$ cat config.mk
export PLATFORM = sky130hd
export DESIGN_NAME = tmbc_scan
export DESIGN_NICKNAME = d
export VERILOG_FILES = /design/src/hdl/tmbc_pkg.sv /design/src/hdl/tmbc_scan.sv
export SDC_FILE = /design/constraint.sdc
export NUM_CORES = 1
export LEC_CHECK = 0
export ABC_CLOCK_PERIOD_IN_PS = 7900
export BUFFER_PORTS_ARGS = -buffer_cell sky130_fd_sc_hd__buf_4
export CAP_MARGIN = 10
export CORE_AREA = 2 2 204 206
export CTS_CLUSTER_DIAMETER = 200
export CTS_CLUSTER_SIZE = 8
export DETAILED_ROUTE_END_ITERATION = 8
export DIE_AREA = 0 0 206 208
export PLACE_DENSITY = 0.44
export SETUP_SLACK_MARGIN = 0.2
export SYNTH_ARGS = -nofsm -noshare
export SYNTH_HDL_FRONTEND = slang
export SYNTH_SLANG_ARGS = --single-unit
$ cat constraint.sdc
create_clock -name clk -period 7.9 [get_ports clk]
set_clock_uncertainty 0.2 [all_clocks]
set_input_delay 0.395 -clock clk [delete_from_list [all_inputs] [get_ports clk]]
set_output_delay 0.395 -clock clk [all_outputs]
set_load 0.005 [all_outputs]
$ cat src/hdl/tmbc_pkg.sv
package tmbc_pkg;

	// map geometry; MAX_COLS and MAX_ROWS are powers of two so that an entry
	// address is the row and column counters side by side
	localparam int MAX_COLS    = 32;
	localparam int MAX_ROWS    = 32;
	localparam int COL_W       = $clog2(MAX_COLS);
	localparam int ROW_W       = $clog2(MAX_ROWS);
	localparam int ADDR_W      = COL_W + ROW_W;
	localparam int STORE_DEPTH = MAX_COLS * MAX_ROWS;

	// coordinate width: origin + 31*255 + 255 plus a sign, with margin
	localparam int CRD_W = 19;

	// configuration register indexes
	localparam logic [2:0] REG_TILE_WIDTH  = 3'd0;
	localparam logic [2:0] REG_TILE_HEIGHT = 3'd1;
	localparam logic [2:0] REG_ORIGIN_X    = 3'd2;
	localparam logic [2:0] REG_ORIGIN_Y    = 3'd3;
	localparam logic [2:0] REG_COLS        = 3'd4;
	localparam logic [2:0] REG_ROWS        = 3'd5;

	// request kinds
	localparam logic ACT_WRITE = 1'b0;
	localparam logic ACT_QUERY = 1'b1;

	// solid tile characters
	localparam logic [7:0] CH_ONE   = 8'h31;
	localparam logic [7:0] CH_THREE = 8'h33;
	localparam logic [7:0] CH_NINE  = 8'h39;
	localparam logic [7:0] CH_A     = 8'h61;
	localparam logic [7:0] CH_C     = 8'h63;

	typedef struct packed {
		logic [7:0]  tile_width;
		logic [7:0]  tile_height;
		logic [15:0] origin_x;
		logic [15:0] origin_y;
	} geom_t;

	typedef struct packed {
		logic [15:0] box_x;
		logic [15:0] box_y;
		logic [7:0]  box_width;
		logic [7:0]  box_height;
	} box_t;

	typedef struct packed {
		logic busy;
		logic done;
		logic hit;
	} scan_stat_t;

	function automatic logic is_solid(input logic [7:0] c);
		logic solid;
		case (c) inside
			CH_ONE, [CH_THREE:CH_NINE], [CH_A:CH_C]: solid = 1'b1;
			default:                                solid = 1'b0;
		endcase
		return solid;
	endfunction

endpackage

$ cat src/hdl/tmbc_scan.sv
module tmbc_scan
	import tmbc_pkg::*;
(
	input  logic              clk,
	input  logic              arst_n,
	input  logic              start,
	input  box_t              box,
	input  geom_t             geom,
	input  logic [5:0]        cols_in_use,
	input  logic [5:0]        rows_in_use,
	input  logic              take,
	output logic [ADDR_W-1:0] raddr,
	input  logic [7:0]        rdata,
	output scan_stat_t        stat
);

	localparam logic [1:0] ST_IDLE  = 2'd0;
	localparam logic [1:0] ST_SCAN  = 2'd1;
	localparam logic [1:0] ST_FLUSH = 2'd2;
	localparam logic [1:0] ST_DONE  = 2'd3;

	logic [1:0] state_q;
	logic [COL_W-1:0] col_q;
	logic [ROW_W-1:0] row_q;
	logic [5:0] cols_q;
	logic [5:0] rows_q;
	logic signed [CRD_W-1:0] tx_q, ty_q;
	logic signed [CRD_W-1:0] tx_s1, ty_s1;
	logic valid_s1;
	logic hit_q;
	box_t box_q;

	logic [5:0] cols_sat, rows_sat;
	logic last_col, last_row;
	logic signed [CRD_W-1:0] org_x, org_y, tw, th;
	logic signed [CRD_W-1:0] bx, by, bx_end, by_end, tx_end, ty_end;
	logic overlap;

	// clamp the scan extent to the map size
	assign cols_sat = (cols_in_use > 6'(MAX_COLS)) ? 6'(MAX_COLS) : cols_in_use;
	assign rows_sat = (rows_in_use > 6'(MAX_ROWS)) ? 6'(MAX_ROWS) : rows_in_use;

	assign last_col = ({1'b0, col_q} == 6'(cols_q - 6'd1));
	assign last_row = ({1'b0, row_q} == 6'(rows_q - 6'd1));

	assign org_x = $signed({{(CRD_W-16){geom.origin_x[15]}}, geom.origin_x});
	assign org_y = $signed({{(CRD_W-16){geom.origin_y[15]}}, geom.origin_y});
	assign tw    = $signed({{(CRD_W-8){1'b0}}, geom.tile_width});
	assign th    = $signed({{(CRD_W-8){1'b0}}, geom.tile_height});

	assign raddr = {row_q, col_q};

	// overlap test against the tile read last cycle
	assign bx     = $signed({{(CRD_W-16){box_q.box_x[15]}}, box_q.box_x});
	assign by     = $signed({{(CRD_W-16){box_q.box_y[15]}}, box_q.box_y});
	assign bx_end = bx + $signed({{(CRD_W-8){1'b0}}, box_q.box_width});
	assign by_end = by + $signed({{(CRD_W-8){1'b0}}, box_q.box_height});
	assign tx_end = tx_s1 + tw;
	assign ty_end = ty_s1 + th;
	assign overlap = !((bx >= tx_end) || (bx_end <= tx_s1) ||
		(by >= ty_end) || (by_end <= ty_s1));

	// sequencer: walk rows and columns, one read a cycle
	always_ff @(posedge clk or negedge arst_n) begin
		if (!arst_n) begin
			state_q  <= ST_IDLE;
			col_q    <= '0;
			row_q    <= '0;
			valid_s1 <= 1'b0;
			hit_q    <= 1'b0;
			cols_q   <= '0;
			rows_q   <= '0;
		end else begin
			unique case (state_q)
				ST_IDLE: begin
					valid_s1 <= 1'b0;
					if (start) begin
						col_q  <= '0;
						row_q  <= '0;
						cols_q <= cols_sat;
						rows_q <= rows_sat;
						hit_q  <= 1'b0;
						if (cols_sat == 6'd0 || rows_sat == 6'd0) begin
							state_q <= ST_DONE;
						end else begin
							state_q <= ST_SCAN;
						end
					end
				end
				ST_SCAN: begin
					valid_s1 <= 1'b1;
					if (last_col) begin
						col_q <= '0;
						row_q <= row_q + 1'b1;
						if (last_row) begin
							state_q <= ST_FLUSH;
						end
					end else begin
						col_q <= col_q + 1'b1;
					end
				end
				ST_FLUSH: begin
					valid_s1 <= 1'b0;
					state_q  <= ST_DONE;
				end
				ST_DONE: begin
					if (take) begin
						state_q <= ST_IDLE;
					end
				end
				default: state_q <= ST_IDLE;
			endcase
			// accumulate the flag
			if (valid_s1 && is_solid(rdata) && overlap) begin
				hit_q <= 1'b1;
			end
		end
	end

	// hold the query box and advance the tile corner along the scan
	always_ff @(posedge clk) begin
		if (state_q == ST_IDLE && start) begin
			box_q <= box;
			tx_q  <= org_x;
			ty_q  <= org_y;
		end else if (state_q == ST_SCAN) begin
			if (last_col) begin
				tx_q <= org_x;
				ty_q <= ty_q + th;
			end else begin
				tx_q <= tx_q + tw;
			end
		end
		tx_s1 <= tx_q;
		ty_s1 <= ty_q;
	end

	assign stat.busy = (state_q != ST_IDLE);
	assign stat.done = (state_q == ST_DONE);
	assign stat.hit  = hit_q;

endmodule

After elaboration in Yosys (flattened, before gate mapping)
Cells that the tools add are included.
W data, S select, Z words.
{"block": "totals", "mem_count": 0, "out_inout_bits": 13, "latch_bits": 0, "elab_cells": 97, "inputBits": 120, "rom_bits": 0, "register_bits": 150, "ramBits": 0}
{"block": "op_classes", "n_eq_ne": 10, "div": 0, "add_sub_neg": 10, "mux": 24, "magnitude_cmp": 10, "n_reduce_logical": 28, "shift": 0, "mul": 0, "bitwise_logic": 0}
{"operator": "$mux W19", "count": 6}
{"operator": "$add A19 B9 Y19", "count": 4}
{"operator": "$ge A16 B19 Y1", "count": 2}
{"operator": "$le A17 B19 Y1", "count": 2}
{"operator": "$add A16 B9 Y17", "count": 2}
{"operator": "$pmux W5 S2", "count": 2}
{"operator": "$mux W5", "count": 3}
{"operator": "$reduce_bool A2 Y1", "count": 7}
{"operator": "$eq A5 B6 Y1", "count": 2}
{"operator": "$gt A6 B6 Y1 const B", "count": 2}
{"operator": "$logic_not A6 Y1", "count": 2}
{"operator": "$mux W6", "count": 2}
{"operator": "$sub A6 B1 Y6 const B", "count": 2}
{"operator": "$add A5 B1 Y5 const B", "count": 2}
{"operator": "$mux W2", "count": 5}
{"operator": "$eq A8 B6 Y1 const B", "count": 1}
{"operator": "$ge A8 B6 Y1 const B", "count": 1}
{"operator": "$ge A8 B7 Y1 const B", "count": 1}
{"operator": "$le A8 B6 Y1 const B", "count": 1}
{"operator": "$le A8 B7 Y1 const B", "count": 1}
{"operator": "$ne A2 B2 Y1 const B", "count": 4}
{"operator": "$pmux W2 S4", "count": 1}
{"operator": "$reduce_and A2 Y1", "count": 4}
{"operator": "$logic_and A1 B1 Y1", "count": 5}
{"operator": "other kinds (11)", "count": 18}

Depth between registers and ports, before layout
Gate-level depths: netlist (run 1).
{"block": "logic_depth", "ltp_word": 9, "mapped_depth": 18}

Worst setup path before layout (run 1)
OpenSTA, ideal clock, no wires.
{"block": "synth_timing", "kind": "input-to-reg", "startpoint": "input port geom[32] (netlist bit)", "endpoint": "register hit_q", "t_arrival_ps": 3351, "setup_slack_ps": 4267, "cell_stages": 17, "n_path_buf": 0, "path_cell_list": "ha_1 > fa_1 > a21o_1 > a21oi_1 > nor2b_1 > o21ai_0 > a21oi_1 > nand3_1 > xnor2_1 > ha_1 > nand4_1 > nor4_1 > o21ai_0 > nand3_1 > mux2i_1 > o2111ai_1 > o21ai_0"}
{"block": "synth_via", "elab_chain_cells": 8}
{"item": "start: declaration", "line": "tmbc_scan.sv:8", "rtl": "input geom_t geom,"}
{"item": "$add A19 B9 Y19 (*)", "line": "tmbc_scan.sv:59", "rtl": "assign ty_end = ty_s1 + th;"}
{"item": "$ge A16 B19 Y1 (*)", "line": "tmbc_scan.sv:61", "rtl": "(by >= ty_end) || (by_end <= ty_s1));"}
{"item": "$logic_or A1 B1 Y1 (*)", "line": "tmbc_scan.sv:60", "rtl": "assign overlap = !((bx >= tx_end) || (bx_end <= tx_s1) ||"}
{"item": "$logic_or A1 B1 Y1 (*)", "line": "tmbc_scan.sv:61"}
{"item": "$logic_not A1 Y1 (*)", "line": "tmbc_scan.sv:60"}
{"item": "$logic_and A1 B1 Y1 (*)", "line": "tmbc_scan.sv:114", "rtl": "if (valid_s1 && is_solid(rdata) && overlap) begin"}
{"item": "$reduce_bool A2 Y1 (no line)"}
{"item": "$reduce_and A2 Y1 (no line)"}
{"item": "end signal: assignment", "line": "tmbc_scan.sv:70", "rtl": "hit_q <= 1'b0;"}
{"item": "end signal: assignment", "line": "tmbc_scan.sv:82", "rtl": "hit_q <= 1'b0;"}
{"item": "end signal: assignment", "line": "tmbc_scan.sv:115", "rtl": "hit_q <= 1'b1;"}
{"item": "end: declaration", "line": "tmbc_scan.sv:30", "rtl": "logic hit_q;"}
Every way passes the cells marked *; elsewhere a longest branch is shown, timed or not.
A chain may end at the register's enable or synchronous reset.

Worst setup path after layout (run 1)
{"block": "layout_timing", "startpoint": "register box_q[16] (netlist bit)", "endpoint": "register hit_q"}
{"block": "layout_via", "elab_chain_cells": 7}
{"item": "start: declaration", "line": "tmbc_scan.sv:31", "rtl": "box_t box_q;"}
{"item": "start signal: assignment", "line": "tmbc_scan.sv:123", "rtl": "box_q <= box;"}
{"item": "$add A16 B9 Y17 / $ge A16 B19 Y1 (equally long branches)", "line": "tmbc_scan.sv:57, tmbc_scan.sv:61"}
{"item": "$le A17 B19 Y1 / $logic_or A1 B1 Y1 (equally long branches)", "line": "tmbc_scan.sv:61, tmbc_scan.sv:60"}
{"item": "$logic_or A1 B1 Y1 (*)", "line": "tmbc_scan.sv:61"}
{"item": "$logic_not A1 Y1 (*)", "line": "tmbc_scan.sv:60"}
{"item": "$logic_and A1 B1 Y1 (*)", "line": "tmbc_scan.sv:114"}
{"item": "$reduce_bool A2 Y1 (no line)"}
{"item": "$reduce_and A2 Y1 (no line)"}
Marked as above.

==> results of run 1 <==
[power breakdown]
part           switching, W  leakage, nW  internal [W]
Combinational       0.00111         3.74      0.000867
Sequential         0.000208         1.46       0.00115
Clock              0.000345        0.294      0.000500
[layer usage]
layer  share of wire [%]  GRT usage, %  up-vias
li1                    -             -     4176
met1                  51          18.1     3653
met2                  44          19.9      101
met3                 3.5          2.98       24
met4                 1.2          3.87        4
met5                0.11             0        -
[synth_stat cells (all sizes together), types with 3 or more instances]
master   number  share of area, %
ha          133                17
nand2       100               3.7
edfxtp       86                26
inv          83               3.1
xnor2        73               6.3
o21ai        68               3.4
a21oi        67               3.3
nor2         67               2.6
dfxtp        38               7.5
nand3        38               1.9
xor2         33               2.9
dfrtp        26               6.5
nand4        21               1.3
nor3         21               1.0
nor2b        19               1.2
a21o         15               1.1
nand3b       14               1.0
a211oi       13              0.97
and3         13              0.81
nor4         13              0.81
nand2b       10              0.62
clkbuf        9              0.33
o21a          8              0.60
fa            6               1.2
o21bai        5              0.37
o31ai         5              0.42
or3           5              0.31
a21boi        4              0.30
and4          4              0.35
mux2i         4              0.40
o211ai        4              0.30
o22ai         4              0.25
a22oi         3              0.22
buf           3              0.17
o2111ai       3              0.32
o221ai        3              0.26
or2           3              0.19
[final timing paths]
| kind | startpoint | end | slack (ns) | cells after the start |
|---|---|---|---|---|
| setup / recovery | box_q[16]$_DFFE_PP_ | hit_q$_DFFE_PN0P_ | 3.71 | 18 |
| hold / removal | rows_in_use[0] | rows_q[0]$_DFFE_PN0P_ | 0.03 | 3 |
| setup reg to reg | box_q[16]$_DFFE_PP_ | hit_q$_DFFE_PN0P_ | 3.71 | 18 |
| hold reg to reg | ty_q[0]$_DFFE_PP_ | ty_s1[0]$_DFF_P_ | 0.18 | 0 |
| max in group asynchronous | arst_n | rows_q[1]$_DFFE_PN0P_ | 6.98 | 2 |
| min in group asynchronous | arst_n | state_q[1]$_DFFE_PN0P_ | 0.21 | 2 |
[per-stage QoR]
step / cell area [µm²] / setup WS [ns] / instances
final: 13000 / 3.71 / 1794
after global routing: 13000 / 3.26 / 1794
after CTS: 13000 / 3.55 / 1793
after detailed placement: 11700 / 3.60 / 1698
after global placement: 11700 / 3.61 / 1698
after floorplan: 10100 / 4.27 / 1043
[tightest hold or removal path, delay by kind of cell]
kind	cells	cell delay, ns
AO/OA/AOI/OAI	1	0.08
buffers and inverters	1	0.08
AND/OR/NAND/NOR	1	0.08
[state kept, by name, indices dropped and copies added (netlist names)]
name and cells:
rows_q 6, box_q 48, col_q 5, row_q 5, ty_q 19, state_q 2
tx_s1 19, valid_s1 1, cols_q 6, tx_q 19, ty_s1 19, hit_q 1
[layout make-up]
| class | count | area (µm²) |
|---|---|---|
| clock buffer | 24 | 526 |
| sequential | 150 | 3990 |
| inverter | 84 | 317 |
| clock inverter | 8 | 81.3 |
| multi-input combinational | 797 | 5730 |
| tap | 532 | 666 |
| timing repair buffer | 199 | 1660 |
| fill | 4236 | 27600 |
[repair_timing]
| item | CTS | global route |
|---|---|---|
| buffers inserted | 0 | 0 |
| hold endpoints to repair | 88 | 0 |
| hold buffers | 63 | 0 |
[placed cells by master (no fill, tap or decap), types with 26 or more instances in the layout]
cell type	instances
a21oi_1	66
buf_4	135
dfrtp_1	26
dfxtp_1	38
dlygate4sd3_1	63
edfxtp_1	86
ha_1	133
inv_1	82
nand2_1	100
nand3_1	38
nor2_1	65
o21ai_0	65
xnor2_1	73
xor2_1	33
[logic make-up after synthesis]
kind of cell    share of synthesized area (%)
xor+xnor                                 9.21
compound gates                           13.3
buf+inv                                  3.64
fa+ha+maj                                17.7
mux                                     0.546
simple gates                             16.0
flops                                    39.6
==> out/results.txt, run 1 <==
Outcome -> completed
CP startpoint kind -> flip-flop
Initial DRC count -> 347
Minimum clock period -> 4.19 ns
First-pass GRT wire length -> 42700 µm
Leakage power -> 5.49 nW
Critical Path, Cell by Cell -> ha_1 -> inv_1 -> fa_1 -> nor2b_1 -> o21ai_0 -> a21boi_0 -> o21ai_0 -> a21oi_1 -> nand2_1 -> o21a_1 -> ha_1 -> nand4_1 -> nor2_1 -> inv_1 -> nor4_1 -> nor4_1 -> o2111ai_1 -> o21ai_0
Number of inserted diodes -> 0
Cell count after synthesis -> 1043
Setup CP Type -> reg -> reg
Worst-margin pin slew -> 1.07 ns
Worst path slowest cell -> nor4_1
Fin. Hold Viols -> 0
Post-synth EDFFs -> 86
Starting density of the core -> 24.9%
RePlAce Congestion -> 0.788
WP data arrival -> 4.32 ns
DR pass1 iterations -> 6
Clock tree sinks -> 150
Die H -> 208 µm
# setup viols final -> 0
Post-synth top flop -> edfxtp_1
Critical path's top delay family -> compound AO/OA/AOI/OAI gates
Hold slack -> 0.0341 ns
Clk_lat worst skew -> 0.45 ns
Post-layout nets -> 1508
Pwr per Cell Area -> 322 mW/mm²
Site Rows -> 74
Core Region -> 0.0406 mm²
Pin count of the biggest net entering global routing -> 86
Post-DP HPWL -> 20700 µm
Via/cell ratio -> 4.44
Worst path bufs/invs -> 2
Port Buffers -> 132
Rel. slew slack -> 28.7%
Top cell by count, worst path -> o21ai_0
RSZ-0062 raised after global routing -> false
Residual DRC -> 0
Synthesized area -> 0.0101 mm²
Final wirelength -> 27000 µm
Post-CTS resize count -> 0
Fraction of registers with async set/reset -> 17.3%
Via count -> 7958
CTS Root Cell -> clkbuf_16
Setup TNS -> 0 ns
Slew Limit Fails -> 0
Syn Area/Cell -> 9.67 µm²
VDD IR max -> 0.000149 V
CTS Buf Count -> 17
Tcrit/Tclk final -> 53.1%
Top achievable clock speed -> 239 MHz
Sequential share of the synthesized area -> 39.6%
# H-tree levels -> 4
Cell variety after synth -> 58
Post-route ant nets -> 0
CP endpoint kind -> flip-flop
Initial antenna violation count -> 2
HP Class -> in -> reg
Number of global-route vias before repair -> 7949
Synth Warn # -> 0
Max-Cap Viols -> 0
Total Power -> 0.00418 W
Clock edge transition at the registers on the reported setup and hold paths -> 0.07 ns
Mapped Nets -> 1302
Die W -> 206 µm
Die area -> 0.0428 mm²
Share of layout cells above drive strength 1 -> 14.1%
GRT Total Usage -> 13.0%
Post-synthesis register bit count -> 150
Crit path required time -> 8.02 ns
Area delta synth->final -> 28.6%
Util after Layout -> 32.0%
GRT overflow -> 0
Max stage delay on crit path -> 0.46 ns
CTS tree -> built
Wire per inst -> 15.1 µm
Ports -> 133
Crit path max fanout -> 5
Longest Clk Path Bufs -> 2
Power figures use the tool's default switching activity.
==> inputs of run 2 (changes only) <==
--- a/config.mk
+++ b/config.mk
@@ -5,7 +5,7 @@
 export SDC_FILE = /design/constraint.sdc
 export NUM_CORES = 1
 export LEC_CHECK = 0
-export ABC_CLOCK_PERIOD_IN_PS = 7900
+export ABC_CLOCK_PERIOD_IN_PS = 4200
 export BUFFER_PORTS_ARGS = -buffer_cell sky130_fd_sc_hd__buf_4
 export CAP_MARGIN = 10
 export CORE_AREA = 2 2 204 206
==> constraint.sdc (replaced) <==
create_clock -name clk -period 4.2 [get_ports clk]
set_clock_uncertainty 0.2 [all_clocks]
set_input_delay 0.21 -clock clk [delete_from_list [all_inputs] [get_ports clk]]
set_output_delay 0.21 -clock clk [all_outputs]
set_load 0.005 [all_outputs]
==> run 2 against run 1 <==
  * Final cell count is 2.2% higher
  * Via count is 2.2% higher
  * Hold slack worse by 0.0043 ns
  * Clock power is 91% higher
  * Core utilization is 1.2 points higher
  * Routed wire length is 1.6% higher
  * Critical path type unchanged
  * Highest routed layer unchanged
==> out/results.txt, run 2 (same netlist as run 1, synthesis figures left out) <==
Final wirelength -> 27500 µm
Post-DP HPWL -> 21100 µm
Largest register by flop count -> box_q
Number of inserted diodes -> 0
Die W -> 206 µm
Hold Crit Start -> rdata[6]
VDD IR max -> 0.000259 V
Die H -> 208 µm
Longest Clk Path Bufs -> 2
Dpl ws -> 0.133 ns
Wire per inst -> 15.0 µm
CTS tree -> built
Max-Cap Viols -> 0
Leakage power -> 5.68 nW
First-pass GRT wire length -> 43200 µm
Fin. Hold Viols -> 0
Setup CP Type -> reg -> reg
Initial antenna violation count -> 1
Most frequent cells in the layout -> 142 x buf_4, 133 x ha_1, 100 x nand2_1
Setup slack after layout -> 0.471 ns
Util after Layout -> 33.1%
CTS Root Cell -> clkbuf_16
Share of layout cells above drive strength 1 -> 15.7%
Initial DRC count -> 355
CP startpoint kind -> flip-flop
Top achievable clock speed -> 268 MHz
Worst path bufs/invs -> 2
Fillcell total -> 4163
Max stage delay on crit path -> 0.34 ns
Site Rows -> 74
Via/cell ratio -> 4.44
Hold slack -> 0.0299 ns
CTS Buf Count -> 17
Critical path's top delay family -> simple AND/OR/NAND/NOR gates
Outcome -> completed
DR pass1 iterations -> 4
GRT overflow -> 0
Hold EP -> hit_q$_DFFE_PN0P_
HP Class -> in -> reg
Critical Path, Cell by Cell -> ha_1 -> inv_1 -> fa_2 -> nor2b_1 -> o21ai_1 -> a21oi_1 -> o21a_1 -> o211ai_1 -> buf_4 -> nor3_1 -> xnor2_1 -> ha_1 -> nand4_1 -> nor4_2 -> and4_4 -> nor4_1 -> o2111ai_1 -> o21ai_1
Hold path depth -> 6
WP data arrival -> 3.86 ns
Clk_lat worst skew -> 0.45 ns
Crit path max fanout -> 3
Total Power -> 0.00800 W
Post-route ant nets -> 0
CP endpoint kind -> flip-flop
Pwr per Cell Area -> 595 mW/mm²
Worst flop-to-flop path endpoint -> hit_q$_DFFE_PN0P_
Area delta synth->final -> 33.3%
Via count -> 8132
Number of global-route vias before repair -> 8118
# H-tree levels -> 4
Post-layout nets -> 1547
Clock edge transition at the registers on the reported setup and hold paths -> 0.06 ns
Residual DRC -> 0
Crit path required time -> 4.34 ns
Worst-margin pin slew -> 0.880 ns
RePlAce Congestion -> 0.812
Setup TNS -> 0 ns
GRT Total Usage -> 13.1%
Clock tree sinks -> 150
# setup viols final -> 0
Slew Limit Fails -> 0
Area of the multi-input gates -> 0.00583 mm²
Flip-flop and latch area -> 0.00399 mm²
Rel. slew slack -> 41.2%
RSZ-0062 raised after global routing -> false
Port Buffers -> 132
Die area -> 0.0428 mm²
Ports -> 133
Commonest non-fill, non-tap cell in the layout -> buf_4
Minimum clock period -> 3.73 ns
R2R setup slack -> 0.47 ns
Reg-to-reg startpoint -> tx_s1[0]$_DFF_P_
Worst path slowest cell -> dfxtp_1
Core Region -> 0.0406 mm²
Pin count of the biggest net entering global routing -> 66
Starting density of the core -> 24.9%
Worst reg2reg path depth -> 18
Max FFs per register -> 48
Tcrit/Tclk final -> 88.8%
## run 2: final cells by class
class | count | share of cell area [%]
clock buffer | 22 | 3.70
sequential | 150 | 29.7
inverter | 84 | 2.36
clock inverter | 10 | 0.866
tap | 532 | 4.95
timing repair buffer | 238 | 15.1
multi-input combinational | 797 | 43.3
## run 2: metal layers
| layer | up-vias | GRT usage, % | part of all wire [%] |
|---|---|---|---|
| li1 | 4241 | - | - |
| met1 | 3734 | 18.4 | 51 |
| met2 | 125 | 20.2 | 44 |
| met3 | 30 | 2.33 | 3.1 |
| met4 | 2 | 4.66 | 2.0 |
| met5 | - | 0 | 0.047 |
## run 2: where the power goes
| part | switching [W] | total [W] | internal (W) |
|---|---|---|---|
| combinational | 0.00213 | 0.00383 | 0.00170 |
| sequential | 0.000398 | 0.00256 | 0.00216 |
| clock | 0.000647 | 0.00161 | 0.000963 |
| total | 0.00317 | 0.00800 | 0.00482 |
## run 2: worst max-delay path by stage
stage | from | endpoint | slack [ns] | cells past startpoint
2_1_floorplan | ty_s1[0]$_DFF_P_ | hit_q$_DFFE_PN0P_ | 0.67 | 17
3_3_place_gp | tx_s1[0]$_DFF_P_ | hit_q$_DFFE_PN0P_ | 0.16 | 17
3_5_place_dp | geom[32] | hit_q$_DFFE_PN0P_ | 0.13 | 18
4_1_cts | tx_s1[0]$_DFF_P_ | hit_q$_DFFE_PN0P_ | 0.22 | 17
5_1_grt | tx_s1[0]$_DFF_P_ | hit_q$_DFFE_PN0P_ | 0.22 | 18
6_report | tx_s1[0]$_DFF_P_ | hit_q$_DFFE_PN0P_ | 0.47 | 18
## run 2: worst register-to-register path: stages, from the launching register on
cell       delay, ns
dfxtp_1         0.34
ha_1            0.16
inv_1           0.05
fa_2            0.34
nor2b_1         0.12
o21ai_1         0.08
a21oi_1         0.16
o21a_1          0.19
o211ai_1        0.20
buf_4           0.22
nor3_1          0.17
xnor2_1         0.09
ha_1            0.29
nand4_1         0.16
nor4_2          0.33
and4_4          0.29
nor4_1          0.06
o2111ai_1       0.11
o21ai_1         0.07
## run 2: timing repair
action / CTS / global route
cloned: 0 / 0
setup buffers: 1 / 3
gates resized for setup: 4 / 24
hold endpoints to repair: 127 / 0
pin swaps: 2 / 15
endpoints found under the setup margin: 1 / 1
hold buffers: 96 / 0
## run 2: through the flow
stage / instances / area, µm²
finish: 1833 / 13400
global route: 1833 / 13400
CTS: 1830 / 13300
detailed placement: 1701 / 11700
global placement: 1701 / 11700
floorplan: 1043 / 10100
